--- src/rtl/vgaxm_pkg.sv ---
// Shared constants and types for the VGA extension register bank mapper.
// Used by the controller, the datapath, the top level and the checker.
// No dependencies.
`default_nettype none

package vgaxm_pkg;

	// Default size of the extension register file.
	localparam int XREG_DEPTH_DEF = 256;

	// Beat widths on the two stream sides.
	localparam int S_TDATA_W = 32;
	localparam int M_TDATA_W = 80;

	// Decoded I/O ports, after the mono/colour swap.
	localparam logic [15:0] PORT_MONO_IDX  = 16'h03B6;
	localparam logic [15:0] PORT_COLOR_IDX = 16'h03D6;
	localparam logic [15:0] PORT_SETUP     = 16'h0102;
	localparam logic [15:0] PORT_XSETUP    = 16'h0103;
	localparam logic [15:0] PORT_ID        = 16'h0104;
	localparam logic [15:0] PORT_OPTSEL    = 16'h46E8;
	localparam logic [11:0] MONO_GROUP     = 12'h03B;
	localparam logic [11:0] COLOR_GROUP    = 12'h03D;
	localparam logic [15:0] MONO_XOR       = 16'h0060;

	// Fixed read-back bytes.
	localparam logic [7:0] VERSION_BYTE = 8'h40;
	localparam logic [7:0] CONFIG_BYTE  = 8'h03;
	localparam logic [7:0] ID_BYTE      = 8'hA5;
	localparam logic [7:0] IDLE_BYTE    = 8'hFF;

	// Extension register indices with a fixed meaning.
	localparam logic [7:0] IDX_VERSION   = 8'h00;
	localparam logic [7:0] IDX_CONFIG    = 8'h01;
	localparam logic [7:0] REG_MAP       = 8'h0B;
	localparam logic [7:0] REG_START     = 8'h0C;
	localparam logic [7:0] REG_BANK0     = 8'h10;
	localparam logic [7:0] REG_BANK1     = 8'h11;
	localparam logic [7:0] REG_INTERLACE = 8'h28;
	localparam logic [7:0] REG_ENABLE    = 8'h70;

	// Bit positions in the extension setup byte.
	localparam int ENABLE_BIT = 7;
	localparam int SELECT_BIT = 6;

	// Commands from the controller to the datapath.
	typedef struct packed {
		logic load;   // capture the input beat
		logic exec;   // decode, update state, read the register file
		logic form;   // load the output register
	} cmd_t;

endpackage

`default_nettype wire

--- src/rtl/vgaxm_ctrl.sv ---
// Controller state machine of the VGA extension register bank mapper.
// Depends on vgaxm_pkg for the command struct.
`default_nettype none

module vgaxm_ctrl (
	input  wire logic            clk,
	input  wire logic            arst_n,
	input  wire logic            s_tvalid,
	output logic                 s_tready,
	output logic                 m_tvalid,
	input  wire logic            m_tready,
	output vgaxm_pkg::cmd_t      cmd
);

	typedef enum logic [1:0] {
		ST_IDLE,
		ST_EXEC,
		ST_FORM
	} state_t;

	state_t state_q;
	logic   m_tvalid_q;
	logic   slot_free;

	// The output register is free when empty or being emptied this cycle.
	assign slot_free = !m_tvalid_q || m_tready;

	assign s_tready = (state_q == ST_IDLE);
	assign m_tvalid = m_tvalid_q;

	// Commands to the datapath.
	assign cmd.load = s_tvalid && (state_q == ST_IDLE);
	assign cmd.exec = (state_q == ST_EXEC);
	assign cmd.form = (state_q == ST_FORM) && slot_free;

	// State and output valid flag.
	always_ff @(posedge clk or negedge arst_n) begin
		if (!arst_n) begin
			state_q    <= ST_IDLE;
			m_tvalid_q <= 1'b0;
		end else begin
			// A result beat is raised when formed and dropped once taken.
			if (state_q == ST_FORM && slot_free) begin
				m_tvalid_q <= 1'b1;
			end else if (m_tvalid_q && m_tready) begin
				m_tvalid_q <= 1'b0;
			end
			case (state_q)
				ST_IDLE: begin
					if (s_tvalid) begin
						state_q <= ST_EXEC;
					end
				end
				ST_EXEC: begin
					state_q <= ST_FORM;
				end
				ST_FORM: begin
					if (slot_free) begin
						state_q <= ST_IDLE;
					end
				end
				default: begin
					state_q <= ST_IDLE;
				end
			endcase
		end
	end

endmodule

`default_nettype wire

--- src/rtl/vgaxm_datapath.sv ---
// Datapath of the VGA extension register bank mapper: port decode, setup
// registers, extension register file with valid bits, bank offsets, output register.
// Depends on vgaxm_pkg.
`default_nettype none

module vgaxm_datapath #(
	parameter int XREG_DEPTH = vgaxm_pkg::XREG_DEPTH_DEF
) (
	input  wire logic                             clk,
	input  wire logic                             arst_n,
	input  wire vgaxm_pkg::cmd_t                  cmd,
	input  wire logic [vgaxm_pkg::S_TDATA_W-1:0]  s_tdata,
	input  wire logic [0:0]                       s_tuser,
	output logic      [vgaxm_pkg::M_TDATA_W-1:0]  m_tdata
);

	localparam int AW = $clog2(XREG_DEPTH);
	localparam logic [8:0] DEPTH = 9'(XREG_DEPTH);

	// Captured access.
	logic        mode_q;
	logic [15:0] port_q;
	logic [7:0]  wd_q;
	logic        c4_q;
	logic [1:0]  mm_q;
	logic        color_q;

	// Architectural state.
	logic [7:0]  idx_q;
	logic [7:0]  setup_q;
	logic [7:0]  xsetup_q;
	logic [2:0]  x0b_q;
	logic        x0c_q;
	logic [7:0]  x10_q;
	logic [7:0]  x11_q;
	logic        x28_q;
	logic        x70_q;

	// Register file and its valid bits.
	logic [7:0]            mem [XREG_DEPTH];
	logic [XREG_DEPTH-1:0] vld_q;
	logic [7:0]            mem_rd_q;
	logic                  mem_vld_q;

	// Results of the decode step.
	logic [7:0] rd_q;
	logic       use_mem_q;
	logic       claimed_q;

	logic [15:0] pm;
	logic        is_ext;
	logic        mono_pair;
	logic        gate;
	logic        in_file;
	logic [AW-1:0] addr;
	logic        mem_we;
	logic [7:0]  rd_n;
	logic        use_mem_n;
	logic        claimed_n;

	logic [7:0]  rd_out;
	logic        mapped;
	logic        dual;
	logic [19:0] off0;
	logic [19:0] off1;
	logic [19:0] single_off;
	logic [19:0] lo_off;
	logic [19:0] hi_off;

	// Capture the beat; fields from the lowest bit up.
	always_ff @(posedge clk) begin
		if (cmd.load) begin
			mode_q  <= s_tuser[0];
			port_q  <= s_tdata[15:0];
			wd_q    <= s_tdata[23:16];
			c4_q    <= s_tdata[24];
			mm_q    <= s_tdata[26:25];
			color_q <= s_tdata[27];
		end
	end

	// Mono addressing moves the 0x3Bx and 0x3Dx groups onto each other.
	always_comb begin
		pm = port_q;
		if ((port_q[15:4] == vgaxm_pkg::MONO_GROUP || port_q[15:4] == vgaxm_pkg::COLOR_GROUP)
				&& !color_q) begin
			pm = port_q ^ vgaxm_pkg::MONO_XOR;
		end
	end

	assign mono_pair = (pm[15:1] == vgaxm_pkg::PORT_MONO_IDX[15:1]);
	assign is_ext    = mono_pair || (pm[15:1] == vgaxm_pkg::PORT_COLOR_IDX[15:1]);
	assign gate      = (xsetup_q[vgaxm_pkg::ENABLE_BIT] || x70_q)
		&& (mono_pair ? xsetup_q[vgaxm_pkg::SELECT_BIT] : !xsetup_q[vgaxm_pkg::SELECT_BIT]);
	assign in_file   = ({1'b0, idx_q} < DEPTH);
	assign addr      = idx_q[AW-1:0];
	assign mem_we    = cmd.exec && is_ext && gate && mode_q && pm[0] && in_file;

	// Read data and claim for the decoded port.
	always_comb begin
		rd_n      = vgaxm_pkg::IDLE_BYTE;
		use_mem_n = 1'b0;
		claimed_n = 1'b0;
		if (is_ext) begin
			claimed_n = 1'b1;
			if (gate && !mode_q) begin
				if (!pm[0]) begin
					rd_n = idx_q;
				end else if (idx_q == vgaxm_pkg::IDX_VERSION) begin
					rd_n = vgaxm_pkg::VERSION_BYTE;
				end else if (idx_q == vgaxm_pkg::IDX_CONFIG) begin
					rd_n = vgaxm_pkg::CONFIG_BYTE;
				end else if (in_file) begin
					use_mem_n = 1'b1;
				end
			end
		end else if (pm == vgaxm_pkg::PORT_SETUP) begin
			claimed_n = 1'b1;
			rd_n      = {7'd0, setup_q[3]};
		end else if (pm == vgaxm_pkg::PORT_XSETUP) begin
			claimed_n = 1'b1;
			rd_n      = xsetup_q;
		end else if (pm == vgaxm_pkg::PORT_ID) begin
			claimed_n = 1'b1;
			rd_n      = vgaxm_pkg::ID_BYTE;
		end else if (pm == vgaxm_pkg::PORT_OPTSEL && mode_q) begin
			claimed_n = 1'b1;
		end
	end

	// Decode results.
	always_ff @(posedge clk) begin
		if (cmd.exec) begin
			rd_q      <= rd_n;
			use_mem_q <= use_mem_n;
			claimed_q <= claimed_n;
		end
	end

	// Register file storage with a registered read port.
	always_ff @(posedge clk) begin
		if (cmd.exec) begin
			if (mem_we) begin
				mem[addr] <= wd_q;
			end
			mem_rd_q <= mem[addr];
		end
	end

	// State updates on write accesses; shadow copies of the fixed registers.
	always_ff @(posedge clk or negedge arst_n) begin
		if (!arst_n) begin
			idx_q     <= '0;
			setup_q   <= '0;
			xsetup_q  <= '0;
			x0b_q     <= '0;
			x0c_q     <= 1'b0;
			x10_q     <= '0;
			x11_q     <= '0;
			x28_q     <= 1'b0;
			x70_q     <= 1'b0;
			vld_q     <= '0;
			mem_vld_q <= 1'b0;
		end else if (cmd.exec) begin
			mem_vld_q <= vld_q[addr];
			if (mem_we) begin
				vld_q[addr] <= 1'b1;
				if (idx_q == vgaxm_pkg::REG_MAP)       x0b_q <= wd_q[2:0];
				if (idx_q == vgaxm_pkg::REG_START)     x0c_q <= wd_q[0];
				if (idx_q == vgaxm_pkg::REG_BANK0)     x10_q <= wd_q;
				if (idx_q == vgaxm_pkg::REG_BANK1)     x11_q <= wd_q;
				if (idx_q == vgaxm_pkg::REG_INTERLACE) x28_q <= wd_q[5];
				if (idx_q == vgaxm_pkg::REG_ENABLE)    x70_q <= wd_q[7];
			end
			if (mode_q) begin
				if (is_ext && gate && !pm[0]) begin
					idx_q <= wd_q;
				end else if (pm == vgaxm_pkg::PORT_SETUP) begin
					setup_q[3] <= wd_q[0];
				end else if (pm == vgaxm_pkg::PORT_XSETUP) begin
					xsetup_q <= wd_q;
				end else if (pm == vgaxm_pkg::PORT_OPTSEL) begin
					setup_q <= wd_q;
				end
			end
		end
	end

	// Bank offsets: a 4 KiB unit in chain-4 mode, else 1 KiB.
	assign off0 = c4_q ? {x10_q, 12'd0} : {2'd0, x10_q, 10'd0};
	assign off1 = c4_q ? {x11_q, 12'd0} : {2'd0, x11_q, 10'd0};
	assign mapped     = x0b_q[0];
	assign dual       = mapped && x0b_q[1] && (mm_q <= 2'd1);
	assign single_off = (mapped && !dual) ? off0 : 20'd0;
	assign lo_off     = dual ? off0 : 20'd0;
	assign hi_off     = dual ? off1 : 20'd0;

	// Writes return zero; a never-written register reads as its reset value.
	always_comb begin
		if (mode_q) begin
			rd_out = 8'd0;
		end else if (use_mem_q) begin
			rd_out = mem_vld_q ? mem_rd_q : 8'd0;
		end else begin
			rd_out = rd_q;
		end
	end

	// Output register.
	always_ff @(posedge clk) begin
		if (cmd.form) begin
			m_tdata <= {7'd0, x0c_q, x28_q, x0b_q[2], dual, hi_off, lo_off, single_off,
				claimed_q, rd_out};
		end
	end

endmodule

`default_nettype wire

--- src/rtl/vga_extension_register_bank_mapper.sv ---
// VGA extension register bank mapper: takes one I/O read or write a beat and
// returns one result beat with read data, claim flag, bank offsets and display bits.
// Each access is captured, decoded with a registered read of the extension
// register file, then loaded into the result register, which waits while a stalled
// beat is held; a new beat is taken only after that load. The result register
// holds a finished beat while the next access is taken. After reset the register
// file reads as zero at once through per-entry valid bits; no clearing pass runs.
// Depends on vgaxm_pkg, vgaxm_ctrl and vgaxm_datapath.
`default_nettype none

module vga_extension_register_bank_mapper #(
	parameter int XREG_DEPTH = vgaxm_pkg::XREG_DEPTH_DEF
) (
	input  wire logic                             clk,
	input  wire logic                             arst_n,
	input  wire logic                             s_tvalid,
	output logic                                  s_tready,
	// port[15:0], write_data[23:16], chain4_on[24], map_select[26:25],
	// color_addressing[27], zero fill above
	input  wire logic [vgaxm_pkg::S_TDATA_W-1:0]  s_tdata,
	// mode[0]: 0 read, 1 write
	input  wire logic [0:0]                       s_tuser,
	output logic                                  m_tvalid,
	input  wire logic                             m_tready,
	// read_data[7:0], port_claimed[8], single_bank_offset[28:9],
	// low_half_offset[48:29], high_half_offset[68:49], dual_map[69],
	// chain4_packed[70], interlace_on[71], start_addr_bit16[72], zero fill above
	output logic      [vgaxm_pkg::M_TDATA_W-1:0]  m_tdata
);

	vgaxm_pkg::cmd_t cmd;

	vgaxm_ctrl u_ctrl (
		.clk      (clk),
		.arst_n   (arst_n),
		.s_tvalid (s_tvalid),
		.s_tready (s_tready),
		.m_tvalid (m_tvalid),
		.m_tready (m_tready),
		.cmd      (cmd)
	);

	vgaxm_datapath #(
		.XREG_DEPTH (XREG_DEPTH)
	) u_dp (
		.clk     (clk),
		.arst_n  (arst_n),
		.cmd     (cmd),
		.s_tdata (s_tdata),
		.s_tuser (s_tuser),
		.m_tdata (m_tdata)
	);

endmodule

`default_nettype wire

--- config.mk ---
export PLATFORM = sky130hd
export DESIGN_NAME = vga_extension_register_bank_mapper
export DESIGN_NICKNAME = d
export VERILOG_FILES = /design/src/rtl/vgaxm_pkg.sv /design/src/rtl/vgaxm_ctrl.sv /design/src/rtl/vgaxm_datapath.sv /design/src/rtl/vga_extension_register_bank_mapper.sv
export SDC_FILE = /design/constraint.sdc
export NUM_CORES = 2
export LEC_CHECK = 0
export BUFFER_PORTS_ARGS = -buffer_cell sky130_fd_sc_hd__buf_2
export CORE_AREA = 2 2 411 413
export CTS_CLUSTER_DIAMETER = 150
export DETAILED_ROUTE_END_ITERATION = 10
export DIE_AREA = 0 0 413 415
export GPL_TIMING_DRIVEN = 1
export PLACE_DENSITY = 0.76
export SKIP_LAST_GASP = 1
export SYNTH_ARGS = -nofsm -noshare
export SYNTH_HDL_FRONTEND = slang
export SYNTH_SLANG_ARGS = --single-unit
export TNS_END_PERCENT = 100
--- constraint.sdc ---
create_clock -name clk -period 4.16 [get_ports clk]
set_clock_uncertainty 0.2 [all_clocks]
set_input_delay 0.832 -clock clk [delete_from_list [all_inputs] [get_ports clk]]
set_output_delay 0.832 -clock clk [all_outputs]
set_load 0.02 [all_outputs]
# After elaboration in Yosys (flattened, before gate mapping)
# Memories as Yosys holds them, arrays and structs flattened. A register that Yosys moved wholly into a read port is not among the register bits.
# Cells that the tools add are included.
[word_totals]
regBits = 414
mem_bits_rw = 2048
in_bits = 37
output_inout_bits = 82
wordCells = 140
n_memories = 1
[memory_table]
columns = ["name", "words", "width", "read_ports", "rd_clocked_by_memory_dff", "wr", "line", "rtl"]
rows = [
  ["u_dp.mem", 256, 8, 1, 1, 1, "vgaxm_datapath.sv:40", "logic [7:0] mem [XREG_DEPTH];"],
]
[classes]
order_cmp = 3
eq_ne = 20
n_mux = 31
bitwise = 9
n_reduce_logical = 47
[op_table]
columns = ["cell", "n"]
rows = [
  ["$or 256x256->256", 1],
  ["$mux 8", 9],
  ["$eq 16x9->1 const B", 3],
  ["$eq 15x9->1 const B", 2],
  ["$eq 12x6->1 const B", 2],
  ["$reduce_and 3->1", 7],
  ["$mux 20", 1],
  ["$mux 18", 1],
  ["$logic_and 1x1->1", 17],
  ["$eq 16x15->1 const B", 1],
  ["$eq 8x4->1 const B", 2],
  ["$eq 8x5->1 const B", 2],
  ["$mux 7", 2],
  ["$mux 1", 11],
  ["$reduce_and 5->1", 2],
  ["$lt 8x9->1 const B", 1],
  ["$bmux 1 s8", 1],
  ["$demux 1 s8", 1],
  ["$eq 8x1->1 const B", 1],
  ["$eq 8x6->1 const B", 1],
  ["$eq 8x7->1 const B", 1],
  ["$ge 8x1->1 const B", 1],
  ["$logic_not 8->1", 1],
  ["$mux 4", 2],
  ["other kinds (17)", 37],
]

# Longest topological paths before layout
[depth]
ltp_word = 13
mapped_depth = 12
mapped_depth_nobuf = 6

# Cells and area by module
# From an unflattened synthesis, not the netlist that was laid out.
[hier_totals]
cells_unflattened = 4561
hier_area_um2 = 95233.8
[by_module_without_submodules]
columns = ["mod", "n_inst", "cells_per_inst", "area_each_um2", "seq_area_each_um2"]
rows = [
  ["vgaxm_datapath", 1, 4549, 95101.2, 71578.6],
  ["vgaxm_ctrl", 1, 12, 132.6, 75.1],
]

# Least setup slack after synthesis
# Ideal clock, no wire load.
[synth_timing]
kind = "register to register"
start = "reg u_dp.wd_q[0]"
end = "mem u_dp.mem[0][0] (data pin)"
setup_time_ns = 0.835
t_arrival_ns = 3.311
required_ns = 3.125
slack_ns = -0.186
stages_incl_launch_ff = 1
n_path_buf = 0
period_less_slack_ns = 4.346
path_cell_list = "edfxtp_1"
[synth_rtl]
columns = ["element", "line", "rtl"]
rows = [
  ["start: declaration", "vgaxm_datapath.sv:23", "logic [7:0] wd_q;"],
  ["start signal: assignment", "vgaxm_datapath.sv:75", "wd_q <= s_tdata[23:16];"],
  ["end: declaration", "vgaxm_datapath.sv:40", ""],
]
# No word-level cell before the write port.

==> key figures <==
Synth
  • Synthesized instance count: 4557
  • Mean post-synth cell area: 20.8 um^2
  • Commonest cells in the netlist: 2137 x edfxtp_1, 628 x mux4_2, 311 x nor2_1
  • Synth Flop Type: edfxtp_1
  • Top post-synthesis cells by area: edfxtp_1 68%, mux4_2 15%, dfrtp_1 7.9%, or2_2 1.6%, nor2_1 1.2%
  • Mapped cell area: 94700 um^2
  • Top-area cell type share of the netlist area: 67.8%
  • Synthesized flop and latch total: 2436
  • Area leader, netlist: edfxtp_1
  • Top-count cell post-synth: edfxtp_1
  • Synth async-reset ratio: 12.3%
  • Post-synthesis sequential area ratio: 75.7%
  • Synth warnings: 0
  • Synth unique cells: around 70
  • Post-synth EDFFs: 2137

Worst hold path
  • Hold Path Class: input port to flip-flop

STA
  • Unrepaired setup endpoints after global routing: false
  • Final period utilization: 95.4%
  • Headroom to the max-slew limit: approximately 6%
  • Slew Limit Fails: 0
  • Final Setup Violations: 0
  • Slew @ Worst Pin: 1.41 ns
  • Max Fclk: 252 MHz
  • Hold Fails Final Rpt: 0
  • Period minus WS final: 3.97 ns

Placement
  • Hpwl dp: 152000 um
  • GP Congestion: around 0.92
  • PortBufs: 76
  • Cell Area, Placed: roughly 100000 um^2

Routing
  • Avg WL per Cell: 32.4 um
  • DRT antenna net count: 0
  • DRT iter0 DRCs: 7453
  • DR vias: 50386
  • Vias per cell: roughly 6.6
  • Residual DRC: 0
  • First-pass DRT Iterations: 6
  • Routed wire length: approximately 250000 um

Setup path
  • CP Data Required Time: about 4.6 ns
  • Crit path launch type: flip-flop
  • Setup CP Type: flip-flop to flip-flop
  • Crit-path max FO: 27
  • Critical path endpoint category: flip-flop
  • WP data arrival: 4.38 ns

Clock tree
  • Post-CTS Repair Setup Buffers: 0
  • Root Driver: clkbuf_16
  • CTS sink cnt: 2436
  • H-tree depth: 4
  • Max clock buf depth: 3
  • Total CTS buffers: 225
  • Clock latency on the worst-skew pair: 0.91 ns
  • CTS clk-pin slew, worst paths: 0.06 ns
  • CTS tree: built

Power
  • P per Cell Area: approximately 450 nW/um^2
  • Peak supply drop: between 300 and 400 uV
  • Leakage power: 37.7 nW

Floorplanning
  • Die Span Y: approximately 420 um
  • # rows: 150
  • IO Count: 119
  • Initial core utilization: 56.8%
  • Die area: 171000 um^2
  • Die Wd: 413 um
  • Core box area: 167000 um^2

GRT
  • Wire length of the first global-routing pass: 356000 um
  • GRT overflow: 0
  • Antenna violations before repair: 7
  • Vias in the first global route: between 50000 and 60000
  • Largest net degree at the start of global routing: roughly 180
  • Gr usage total: 29.1%

Run status
  • Outcome: completed

Run
  • Max Cap Viol: 0

Cells and area
  • Synth-to-Final Area Change: 15.3%
  • FF/Latch Area: 71700 um^2
  • Finished Core Util: 65.5%
  • Share of cells above drive strength 1: 35.3%
  • Nets: 5236
  • Final Instance Area: roughly 110000 um^2
  • Multi-input gate area: roughly 22000 um^2
  • Fill cells: 10341
cell usage in the layout (no fill, tap or decap), drive strengths merged, types with 18 or more instances in the layout:
| cell | instances |
|---|---|
| edfxtp | 2137 |
| buf | 631 |
| mux4 | 628 |
| nor2 | 313 |
| clkbuf | 306 |
| dfrtp | 299 |
| or2 | 257 |
| nand2 | 115 |
| clkinv | 90 |
| mux2i | 84 |
| a22oi | 71 |
| mux2 | 41 |
| conb | 37 |
| o22ai | 33 |
| dlygate4sd3 | 30 |
| a22o | 25 |
| nor2b | 24 |
| a21oi | 21 |
| bufinv | 21 |
| nand3 | 19 |
| o21ai | 18 |
state kept, by name, indices dropped and copies added (netlist names), 2 cells and up:
| register | flops |
|---|---|
| u_dp.port_q | 16 |
| u_dp.x10_q | 8 |
| u_dp.rd_q | 8 |
| u_dp.mem | 2048 |
| u_dp.x11_q | 8 |
| u_dp.addr | 8 |
| u_dp.mem_rd_q | 8 |
| u_dp.vld_q | 256 |
| u_dp.wd_q | 8 |
| u_dp.x0b_q | 3 |
| u_dp.m_tdata | 43 |
| u_dp.xsetup_q | 8 |
| u_ctrl.state_q | 2 |
stage by stage:
stage               power (mW)  setup slack, ns  instances  setup TNS (ns)  hold WS, ns
finish                    49.7            0.192       7609               0        0.167
global route              50.9            0.150       7605               0        0.163
CTS                       49.8            0.120       7605               0        0.108
detailed placement        29.3           -0.135       7146          -0.135        0.244
global placement          29.2          -0.0615       7146         -0.0615        0.231
floorplan                 28.7           -0.186       4593         -321.08        0.200
logic make-up after synthesis:
family | Yosys count | share of synthesized area [%]
xor+xnor | 2 | 0.0185
buf+inv | 289 | 1.67
simple gates | 827 | 4.38
flops | 2436 | 75.7
other cells | 1 | 0.00396
mux | 753 | 16.3
compound gates | 249 | 1.95
routing by layer:
| metal | vias to the layer above | GRT usage [%] | wire (um) |
|---|---|---|---|
| met3 | 619 | 7.02 | 28900 |
| met5 | - | 0 | 53 |
| li1 | 19792 | - | - |
| met4 | 8 | 13.1 | 12900 |
| met2 | 3477 | 44.9 | 117000 |
| met1 | 26490 | 39.7 | 87800 |
timing repair:
item                                    in CTS  in global routing
hold endpoints to repair                    87                  0
gates resized for setup                      1                  1
gates cloned                                 0                  0
hold buffers                                30                  0
endpoints found under the setup margin       1                  1
area by class of cell:
| cell class | count | share of cell area [%] |
|---|---|---|
| well taps | 2204 | 2.52 |
| clock inverters | 123 | 1.23 |
| clock buffers | 306 | 5.68 |
| flip-flops and latches | 2436 | 65.6 |
| multi-input cells | 1868 | 19.9 |
| repair buffers | 661 | 5.05 |
| inverters | 7 | 0.0309 |
| diodes | 4 | 0.00916 |
power by group:
part           internal (mW)  switching [mW]  total, mW  leakage [nW]
registers               27.3           0.120       27.4          23.4
clock network           11.8            9.06       20.9          3.69
logic                  0.215            1.21       1.42          10.6
final timing paths:
| kind | start | to | slack [ns] | depth (start not counted) |
|---|---|---|---|---|
| setup / recovery | u_dp.addr[0] | u_dp.mem_rd_q[1] | 0.19 | 8 |
| hold / removal | m_tready | u_ctrl.m_tvalid | 0.17 | 3 |
| setup reg to reg | u_dp.addr[0] | u_dp.mem_rd_q[1] | 0.19 | 8 |
| hold reg to reg | u_dp.x0b_q[2] | u_dp.m_tdata[70] | 0.26 | 0 |
| max in group asynchronous | arst_n | u_dp.vld_q[88] | 2.43 | 4 |
| min in group asynchronous | arst_n | u_dp.vld_q[118] | 0.40 | 2 |
worst max-delay path: stages (launching register included):
cell and delay (ns):
dfrtp_4 0.66, buf_12 0.28, buf_4 0.29, mux4_2 0.53
a22o_1 0.22, a221oi_1 0.57, o22ai_1 0.27, o21ai_0 0.46
nand4_1 0.13
Note: power is estimated with default switching activity, not from simulation.
